==> src/sv/wto_pkg.sv <==
// Shared types, codes and constants for the wavetable oscillator.
`default_nettype none
package wto_pkg;

    // Default sizes
    localparam int DEF_TABLE_DEPTH   = 256;
    localparam int DEF_FRACTION_BITS = 16;
    localparam int DEF_SAMPLE_BITS   = 16;

    // Fixed field widths
    localparam int ACTION_BITS     = 2;
    localparam int ADDRESS_BITS    = 8;
    localparam int VALUE_BITS      = 16;
    localparam int PHASE_STEP_BITS = 24;
    localparam int AMP_BITS        = 16;
    localparam int AMP_SHIFT       = 15;
    localparam int CFG_INDEX_BITS  = 4;
    localparam int CFG_DATA_BITS   = 24;

    // Register indexes
    localparam logic [CFG_INDEX_BITS-1:0] REG_PHASE_STEP = CFG_INDEX_BITS'(0);
    localparam logic [CFG_INDEX_BITS-1:0] REG_AMPLITUDE  = CFG_INDEX_BITS'(1);

    // Item action codes
    typedef enum logic [ACTION_BITS-1:0] {
        ACT_TICK      = 2'd0,
        ACT_WRITE     = 2'd1,
        ACT_SWAP      = 2'd2,
        ACT_PHASE_CLR = 2'd3
    } action_t;

    // Tick sequencer states
    typedef enum logic [2:0] {
        ST_IDLE,
        ST_READ_B,
        ST_BLEND,
        ST_SCALE,
        ST_OUT
    } state_t;

    // Datapath strobes from the sequencer
    typedef struct packed {
        logic tick_start;
        logic cap_a;
        logic mul_en;
        logic mul_scale;
        logic out_load;
    } ctrl_t;

endpackage
`default_nettype wire

==> src/sv/wto_mul_unit.sv <==
// Shared signed multiplier with a registered product.
`default_nettype none
module wto_mul_unit #(
    parameter int A_BITS = wto_pkg::DEF_SAMPLE_BITS + 1,
    parameter int B_BITS = wto_pkg::DEF_FRACTION_BITS + 1
) (
    input  wire logic                            aclk,
    input  wire logic                            en,
    input  wire logic signed [A_BITS-1:0]        op_a,
    input  wire logic signed [B_BITS-1:0]        op_b,
    output logic      signed [A_BITS+B_BITS-1:0] prod_reg
);

    // Capture the product when enabled
    always_ff @(posedge aclk) begin
        if (en) begin
            prod_reg <= op_a * op_b;
        end
    end

endmodule
`default_nettype wire

==> config.mk <==
export PLATFORM = sky130hd
export DESIGN_NAME = wto_mul_unit
export DESIGN_NICKNAME = d
export VERILOG_FILES = /design/src/sv/wto_pkg.sv /design/src/sv/wto_mul_unit.sv
export SDC_FILE = /design/constraint.sdc
export NUM_CORES = 1
export LEC_CHECK = 0
export ABC_CLOCK_PERIOD_IN_PS = 6700
export BUFFER_PORTS_ARGS = -buffer_cell sky130_fd_sc_hd__buf_2
export CAP_MARGIN = 40
export CORE_UTILIZATION = 30
export DETAILED_ROUTE_END_ITERATION = 10
export SLEW_MARGIN = 15
export SYNTH_ARGS = -nofsm -noshare
export SYNTH_HDL_FRONTEND = slang
export SYNTH_SLANG_ARGS = --single-unit
export TNS_END_PERCENT = 30
==> constraint.sdc <==
create_clock -name aclk -period 6.7 [get_ports aclk]
set_input_delay 0 -clock aclk [delete_from_list [all_inputs] [get_ports aclk]]
set_output_delay 0 -clock aclk [all_outputs]
set_load 0.02 [all_outputs]
-- Word level (Yosys, flattened, before mapping)
Index checks and enable logic that the tools add are counted.
- multipliers: 1
- operator list (cell ; count):
    $mul 17x17->34 ; 1
- register bits: 34
- input bits: 36
- word-level logic and storage cells: 2

-- Longest topological paths before layout
- depth in word-level cells: 1
- gate-level depth with buffers: 24
- depth with buffers taken out: 22

-- Least setup slack after synthesis
Ideal clock, no wire load.
- path type: input-to-reg
- from: input port op_b[8]
- to: register prod_reg[31] (data pin)
- arrival time: 5.715 ns
- required time: 6.438 ns
- path slack: 0.723 ns
- stages on the path: 24
- path buffers: 3
- path through: clkbuf_1 -> clkbuf_1 -> nand2_1 -> fa_1 -> inv_1 -> fa_1 -> inv_1 -> fa_1 -> inv_1 -> fa_1 -> fa_1 -> inv_1 -> fa_1 -> inv_1 -> ha_1 -> buf_6 -> a21oi_2 -> nand2_1 -> a221oi_2 -> a311oi_1 -> or4b_4 -> a31oi_4 -> o21bai_1 -> xor2_1
- word-level cells in the longest chain between the ends: 1
- ends and longest elaborated chain (element ; line ; source):
    start, declared ; wto_mul_unit.sv:10 ; input wire logic signed [B_BITS-1:0] op_b,
    $mul 17x17->34 ; wto_mul_unit.sv:17 ; prod_reg <= op_a * op_b;
    end signal, assigned ; wto_mul_unit.sv:17 ;
    end, declared ; wto_mul_unit.sv:11 ; output logic signed [A_BITS+B_BITS-1:0] prod_reg
No other way between the ends.
A chain may end at the register's enable or synchronous reset.

-- Worst setup path after layout
- from: input port op_a[13]
- to: register prod_reg[31] (data pin)
- word-level cells in the longest chain between the ends: 1
- ends and longest elaborated chain (element ; line ; source):
    start, declared ; wto_mul_unit.sv:9 ; input wire logic signed [A_BITS-1:0] op_a,
    $mul 17x17->34 ; wto_mul_unit.sv:17 ;
No other way between the ends.

==> results.py <==
metrics = {
    "status": {
        "status": "finished, final reports clean",
    },
    "clocking": {
        "clk_pin_slew_ps": 60,
        "cts_root_buffer": "clkbuf_16",
        "cts.sinks": 34,
        "cts_hold_buf": 0,
        "cts_max_level": 2,
        "post_cts_buffers": 0,
        "numCtsBuffers": 5,
        "clk_path_buf_depth": 2,
        "cts_tree": "built",
        "cts.repair.resized": 0,
    },
    "detailed_routing": {
        "wl_met1_um": 11600,
        "routed_via_density": 4.53,
        "dr_wl_met3_um": 954,
        "route.met2.wl_um": 14200,
        "firstDrtPassIters": 7,
        "ant_nets": 0,
        "wl_per_cell_um": 15.1,
        "drtIter0Drc": 342,
        "drc": 0,
        "drt-total-wl_um": 27100,
        "top_layer": "met4",
        "vias": 8173,
    },
    "die": {
        "ios": 70,
        "die_area_sq_um": 40700,
        "die_h_um": 202,
        "num_rows": 72,
        "initial_core_util_pct": 30.7,
        "die_w_um": 202,
        "placeableCoreArea_sq_um": 39000,
    },
    "worst_setup_path": {
        "required_ps": 6730,
        "path_class": "input port to flip-flop",
        "cp.arrival_ps": 5950,
        "cp_max_fo": 17,
        "cp-start-kind": "input port",
        "worst_setup_path_end_kind": "flip-flop",
    },
    "placement": {
        "gp_congestion": 0.847,
        "port_buffers": 69,
        "hpwlAfterDp_um": 23600,
        "placed_cells": 1795,
    },
    "finish": {
        "regArea_sq_um": 1020,
        "largest_reg_flops": 34,
        "nets": 1702,
        "nFillCells": 4039,
        "final_cell_mix": "inv_1 (311), fa_1 (296), and2_1 (148)",
        "mostFrequentLayoutCell": "inv_1",
        "postLayoutCoreUtil_pct": 33.5,
        "layout-drive-gt1-share_pct": 7.47,
        "final_cells": 1803,
        "area_delta_synth_final_pct": 8.97,
        "diodes": 0,
        "multi_input_area_sq_um": 9620,
    },
    "yosys": {
        "async_reset_ff_share_pct": 0,
        "synth_top_cell_by_area": "fa_1",
        "synth_cells": 1238,
        "seq_area_frac_synth_pct": 8.52,
        "syn-cell-area_sq_um": 12000,
        "yosysTopAreaCellShare_pct": 49.5,
        "ys_ff_latch": 34,
        "synth_nets": 1655,
        "syn_area_per_cell_sq_um": 9.67,
        "synth_cell_type_count": 50,
        "ys.flop_type": "edfxtp_1",
        "synth.area.top_cells": "fa_1 (49%), inv_1 (9.7%), ha_1 (8.9%)",
        "synth-edff-count": 34,
        "yosys_warnings": 0,
    },
    "min_path": {
        "hp-class": "input port to flip-flop",
    },
    "global_route": {
        "grt_antenna_before_repair": 1,
        "overflow": 0,
        "track_usage_pct": 13.9,
        "grt_pass1_wl_um": 44700,
        "grt_max_degree": 35,
        "grt_pass1_vias": 8652,
    },
    "sta": {
        "rsz0062_at_grt": "no",
        "hold_slack_ps": 191,
        "finalMaxSlewViolations": 0,
        "worstMarginPinSlew_ps": 599,
        "setup_viol": 0,
        "max-slew-margin-rel_pct": 60.0,
        "max_freq_mhz": 169,
        "fin_crit_sh_pct": 88.3,
        "fin_setup_tns_ps": 0,
        "period_minus_slack_ps": 5920,
        "hold_violations": 0,
    },
    "flow_run": {
        "maxCapViolations": 0,
    },
}
stage by stage:
step / worst slack, ps / cell area (sq um)
global route: 492 / 13100
floorplan: 723 / 12000
global placement: 536 / 12900
detailed placement: 504 / 12900
finish: 781 / 13100
CTS: 791 / 13000
final timing paths:
check	startpoint	end	slack (ps)	cells past startpoint
worst max-delay path	op_a[13]	prod_reg[31]	780	21
worst min-delay path	en	prod_reg[8]	190	2
layer usage:
metal | GRT usage [%] | up-vias
met4 | 2.35 | 0
met3 | 1.35 | 24
met2 | 24.9 | 158
li1 | - | 3738
met1 | 18.4 | 4253
met5 | 0 | -
layout make-up:
class	count	share of cell area, %
clock inverter	2	0.0767
multi-input combinational	850	73.7
clock buffer	5	0.959
tap	518	4.97
sequential	34	7.82
inverter	311	8.94
timing repair buffer	83	3.55
synth_stat cells (all sizes together) (2+ instances only):
cell / number
nor3b: 2
o21bai: 2
nor2b: 4
a211oi: 4
a21o: 11
buf: 3
nand4: 5
and2: 148
xnor2: 26
nand2: 142
ha: 85
nand3: 8
o21a: 6
nand2b: 3
o21ai: 20
and4: 2
nand3b: 2
a31oi: 5
nor2: 32
clkbuf: 40
fa: 296
nor3: 4
xor2: 4
inv: 311
o211ai: 4
o2111ai: 2
edfxtp: 34
and3: 2
a221oi: 2
a21oi: 18
critical path, cell delays in order:
cell	delay (ps)
buf_2	330
nand2_1	160
fa_1	540
fa_1	520
fa_1	520
inv_1	60
fa_1	480
fa_1	490
inv_1	50
fa_1	470
inv_1	40
ha_1	370
a21oi_2	190
nand2_1	80
a221oi_2	350
a311oi_1	140
buf_4	180
or4b_4	500
a31oi_4	230
o21bai_1	100
xor2_1	140
cells by family (layout without fill, tap and decap cells):
logic type      Yosys count  after routing  share of synthesized area, %
flops                    34             34                          8.52
xor+xnor                 30             30                          2.19
simple gates            356            356                          15.0
compound gates           82             82                          4.66
mux                       1              1                        0.0836
fa+ha+maj               381            381                          58.4
buf+inv                 354            401                          11.2
Power is not shown: default switching activity piles up to over one toggle a cycle in this logic, so the estimate is an artifact.
