## src/sv/wto_pkg.sv

```systemverilog
// Shared types, codes and constants for the wavetable oscillator.
`default_nettype none
package wto_pkg;

    // Default sizes
    localparam int DEF_TABLE_DEPTH   = 256;
    localparam int DEF_FRACTION_BITS = 16;
    localparam int DEF_SAMPLE_BITS   = 16;

    // Fixed field widths
    localparam int ACTION_BITS     = 2;
    localparam int ADDRESS_BITS    = 8;
    localparam int VALUE_BITS      = 16;
    localparam int PHASE_STEP_BITS = 24;
    localparam int AMP_BITS        = 16;
    localparam int AMP_SHIFT       = 15;
    localparam int CFG_INDEX_BITS  = 4;
    localparam int CFG_DATA_BITS   = 24;

    // Register indexes
    localparam logic [CFG_INDEX_BITS-1:0] REG_PHASE_STEP = CFG_INDEX_BITS'(0);
    localparam logic [CFG_INDEX_BITS-1:0] REG_AMPLITUDE  = CFG_INDEX_BITS'(1);

    // Item action codes
    typedef enum logic [ACTION_BITS-1:0] {
        ACT_TICK      = 2'd0,
        ACT_WRITE     = 2'd1,
        ACT_SWAP      = 2'd2,
        ACT_PHASE_CLR = 2'd3
    } action_t;

    // Tick sequencer states
    typedef enum logic [2:0] {
        ST_IDLE,
        ST_READ_B,
        ST_BLEND,
        ST_SCALE,
        ST_OUT
    } state_t;

    // Datapath strobes from the sequencer
    typedef struct packed {
        logic tick_start;
        logic cap_a;
        logic mul_en;
        logic mul_scale;
        logic out_load;
    } ctrl_t;

endpackage
`default_nettype wire

```

## src/sv/wto_ctrl.sv

```systemverilog
// Tick sequencer: steps the reads and the two multiplies of one sample.
`default_nettype none
module wto_ctrl (
    input  wire logic                             aclk,
    input  wire logic                             aresetn,
    input  wire logic                             s_valid,
    input  wire logic [wto_pkg::ACTION_BITS-1:0]  s_action,
    input  wire logic                             out_free,
    output logic                                  s_ready,
    output wto_pkg::ctrl_t                        ctrl
);

    wto_pkg::state_t state_reg;
    wto_pkg::state_t state_next;
    logic            tick_req;

    assign tick_req = s_valid && (s_action == wto_pkg::ACT_TICK);

    // Next state
    always_comb begin
        state_next = state_reg;
        case (state_reg)
            wto_pkg::ST_IDLE: begin
                if (tick_req) begin
                    state_next = wto_pkg::ST_READ_B;
                end
            end
            wto_pkg::ST_READ_B: state_next = wto_pkg::ST_BLEND;
            wto_pkg::ST_BLEND:  state_next = wto_pkg::ST_SCALE;
            wto_pkg::ST_SCALE:  state_next = wto_pkg::ST_OUT;
            wto_pkg::ST_OUT: begin
                if (out_free) begin
                    state_next = wto_pkg::ST_IDLE;
                end
            end
            default: state_next = wto_pkg::ST_IDLE;
        endcase
    end

    // Outputs
    always_comb begin
        s_ready = 1'b0;
        ctrl    = '0;
        case (state_reg)
            wto_pkg::ST_IDLE: begin
                s_ready         = 1'b1;
                ctrl.tick_start = tick_req;
            end
            wto_pkg::ST_READ_B: ctrl.cap_a = 1'b1;
            wto_pkg::ST_BLEND: begin
                ctrl.mul_en = 1'b1;
            end
            wto_pkg::ST_SCALE: begin
                ctrl.mul_en    = 1'b1;
                ctrl.mul_scale = 1'b1;
            end
            wto_pkg::ST_OUT: ctrl.out_load = out_free;
            default: begin
                s_ready = 1'b0;
            end
        endcase
    end

    // State register
    always_ff @(posedge aclk) begin
        if (!aresetn) begin
            state_reg <= wto_pkg::ST_IDLE;
        end else begin
            state_reg <= state_next;
        end
    end

endmodule
`default_nettype wire

```

## config.mk

```make
export PLATFORM = sky130hd
export DESIGN_NAME = wto_ctrl
export DESIGN_NICKNAME = d
export VERILOG_FILES = /design/src/sv/wto_pkg.sv /design/src/sv/wto_ctrl.sv
export SDC_FILE = /design/constraint.sdc
export NUM_CORES = 1
export LEC_CHECK = 0
export ABC_AREA = 1
export BUFFER_PORTS_ARGS = -buffer_cell sky130_fd_sc_hd__buf_2
export CAP_MARGIN = 20
export CORE_AREA = 4 4 41 43
export DETAILED_ROUTE_END_ITERATION = 12
export DIE_AREA = 0 0 45 47
export PLACE_DENSITY = 0.37
export SYNTH_ARGS = -nofsm -noshare
export SYNTH_HDL_FRONTEND = slang
export SYNTH_SLANG_ARGS = --single-unit
```

## constraint.sdc

```tcl
create_clock -name aclk -period 1 [get_ports aclk]
set_input_delay 0.05 -clock aclk [delete_from_list [all_inputs] [get_ports aclk]]
set_output_delay 0.05 -clock aclk [all_outputs]
set_load 0.1 [all_outputs]
```

### Word-level counts from Yosys, hierarchy flattened

Index checks and enable logic that the tools add are counted.

| cells by class | value |
|---|---|
| equal/unequal tests | 6 |
| multiplexer cells | 9 |
| reduce and logical (&&, ||, !) cells | 5 |

Operators with widths:

| cell | number |
|---|---|
| 3-bit one-hot mux with 5 select lines | 1 |
| 3-bit by 2-bit == test with 1-bit output, second input constant | 2 |
| 1-bit two-way mux | 6 |
| 3-bit two-way mux | 2 |
| 2-bit != test, second input constant | 2 |
| 3-bit by 1-bit == test with 1-bit output, second input constant | 1 |
| 3-bit == test, second input constant | 1 |
| 3-bit zero test | 1 |
| 2-bit zero test | 1 |
| 2-bit AND reduction | 1 |
| 2-bit OR reduction | 1 |
| 1-bit logical AND | 1 |

| storage, ports and cells | value |
|---|---|
| register bits | 3 |
| input port bits | 6 |
| output and inout port bits | 6 |

### Longest topological paths before layout

| depth | value |
|---|---|
| depth after elaboration | 4 |
| depth in mapped cells | 6 |

### Worst setup path after synthesis

No wires, ideal clock.

| timing path | value |
|---|---|
| kind | flip-flop to output port |
| start point | register state_reg[1] |
| end point | output ctrl[0] in the netlist's numbering |
| arrival time | 3288 ps |
| path slack | -2338 ps |
| stages on the path, launching flop included | 2 |
| path buffers | 0 |
| cells stage by stage | dfxtp_1 nor4_1 |

RTL lines:

| element | line | RTL |
|---|---|---|
| start: declaration | wto_ctrl.sv:13 | `wto_pkg::state_t state_reg;` |
| start signal: assignment | wto_ctrl.sv:67 | `state_reg <= wto_pkg::ST_IDLE;` |
| start signal: assignment | wto_ctrl.sv:69 | `state_reg <= state_next;` |
| end: declaration | wto_ctrl.sv:10 | `output wto_pkg::ctrl_t ctrl` |

==> metrics.yaml <==
power_and_ir_drop:
  pwr-share-clk_pct: 20.6
  internal_power_uw: 544
  swShare_pct: 47.6
  peakVddDrop_mv: 1.28
  seq_power_share_pct: 17.3
  p_sw_uw: 495
  p_leak_nw: 0.206
  power.density_nw_per_um2: 2020
  pwr-share-comb_pct: 62.1
floorplanning:
  coreArea_sq_um: 1300
  rows: 13
  die_x_um: 45
  die-area_sq_um: 2120
  io_pins: 12
  start_util_pct: 13.3
  dieHeight_um: 47
drt:
  drtAntennaViolNets: 0
  viasPerCell: 3.98
  dr.pass1.iters: 4
  drt_iter0_drc: 2
  wl_per_cell_um: 9.02
  drt-total-wl_um: 568
  vias: 251
  route.detailed.drc: 0
sta:
  slew_headroom_pct: 82.9
  fin_skew_ns: 0.00529
  rsz0062_at_grt: "true"
  finalHoldViolCount: 0
  slew_viol_final: 0
  tightest_slew_ns: 0.255
  finalSetupViolCount: 7
  fin_crit_sh_pct: 118
  worst_slack_ns: -0.180
  finalCriticalPeriod_ns: 1.18
  tns_ns: -0.814
  max_freq_ghz: 0.847
yosys:
  ys_seq_area_share_pct: 34.8
  mappedNetlistNets: 34
  yosysWarnings: 0
  syn_area_per_cell_sq_um: 6.17
  syn-cell-area_sq_um: 173
  synth_cells: 28
  synth.distinct_cells: 12
  synth_seq_cells: 3
layout:
  utilization_pct: 39.6
  drive_gt1_share_pct: 81.3
  synthToLayoutAreaGrowth_pct: 199
  design_area_sq_um: 515
  diodes: 0
  nets: 55
  largest_reg_flops: 3
placed_design:
  postPlaceCellArea_sq_um: 404
  port_buffers: 11
  hpwl_um: 425
  gp_congestion: 0.742
  place_ws_ns: 0.0175
clock_network:
  root_buffer: "clkbuf_4"
  cts_hold_buf: 0
  cts.sink_count: 3
  cts_tree: "yes"
  clock_latency_ns: 0.24
  htree_levels: 1
  cts_buffer_depth: 2
  clk_pin_slew_worst_paths_ns: 0.03
  cts_buffers: 3
outcome:
  status: "finished with violations"
  violations: "setup timing"
hold_path:
  hold_path.class: "input port to flop"
  min_delay_path_depth: 3
worst_setup_path:
  startpoint_type: "flop"
  crit_fanout: 4
  crit_path_end_kind: "output pin"
  worst-setup-path-type: "flop to output pin"
  rr_worst_depth: 7
  crit_required_ns: 0.95
  cp.arrival_ns: 1.13
global_routing:
  grtUsageTotal_pct: 6.24
  grt-ovfl-total: 0
  grt_first_pass_wirelength_um: 883
  antenna_found_initial: 0
  first_global_vias: 244
  grt_max_degree: 6
run:
  maxCapViolCount: 0
==> what timing repair did <==
item,CTS,global route
resized for setup,5,11
setup endpoints to repair,6,8
pin swaps,2,3
endpoints found under the hold margin,0,0
setup buffers,3,2
==> cell usage in the layout, fill, tap and decap left out <==
cell type   n
buf_12      6
buf_2       5
nand3_2     3
inv_1       3
clkbuf_4    3
buf_6       3
dfxtp_4     3
inv_4       2
nor2_4      2
nand2_2     2
clkinvlp_4  2
nor2_1      2
nand2_1     2
buf_4       2
inv_6       1
nand2_8     1
nor4_4      1
nor3_4      1
nor2_2      1
a21oi_2     1
a21oi_1     1
clkbuf_1    1
==> worst paths after layout <==
check | to | startpoint | slack, ns
min reg2reg | state_reg[2] | state_reg[2] | 0.55
max | ctrl[0] | state_reg[1] | -0.18
min | state_reg[0] | aresetn | 0.07
max reg2reg | state_reg[0] | state_reg[2] | -0.01
==> logic make-up (layout without fill, tap and decap cells) <==
logic type / after synthesis / after routing / synth area share [%]
AOI/OAI and AO/OA: 2 / 2 / 7.97
DFF: 3 / 3 / 34.8
and+or+nand+nor: 15 / 15 / 39.9
buffers and inverters: 8 / 28 / 17.4
==> routing by layer <==
| metal | wire length, um | GRT usage (%) | vias up |
|---|---|---|---|
| met3 | 45 | 3.45 | 2 |
| li1 | - | - | 125 |
| met4 | 10 | 5.26 | 0 |
| met2 | 301 | 10.7 | 7 |
| met5 | 0 | 0 | - |
| met1 | 211 | 5.22 | 117 |
==> Yosys cell counts <==
library cell	n	area [sq um]
a21oi_2	1	8.76
nor2_1	4	15.0
nand2_1	4	15.0
nand3_1	3	15.0
nand2_2	1	6.26
nor3_1	1	5.00
nor2_2	1	6.26
inv_2	1	3.75
nor4_1	1	6.26
inv_1	7	26.3
a21oi_1	1	5.00
dfxtp_1	3	60.1
==> metrics by stage <==
step	hold slack, ns	total power, mW	std cells
6_report	0.0719	1.04	63
5_1_grt	0.104	1.09	63
4_1_cts	0.0750	0.988	62
3_5_place_dp	0.320	0.728	55
3_3_place_gp	0.315	0.728	55
2_1_floorplan	0.208	0.541	28
==> power by group through the flow <==
stage               Sequential (mW)  Clock (mW)  Combinational [mW]
floorplan                     0.177           0               0.364
global placement              0.182           0               0.546
detailed placement            0.183           0               0.545
CTS                           0.176       0.220               0.592
global route                  0.182       0.234               0.669
finish                        0.180       0.214               0.645
==> cell type report <==
class	count	area, sq um
flip-flops and latches	3	71.3
clock buffers	4	26.3
repair buffers	16	194
inverters	8	47.5
well taps	15	18.8
fillers	144	786
multi-input cells	17	158
==> critical path, stage by stage, from the launching register on <==
cell     delay [ns]
dfxtp_4        0.36
nor4_4         0.32
buf_12         0.21
Power figures use the tool's default switching activity.
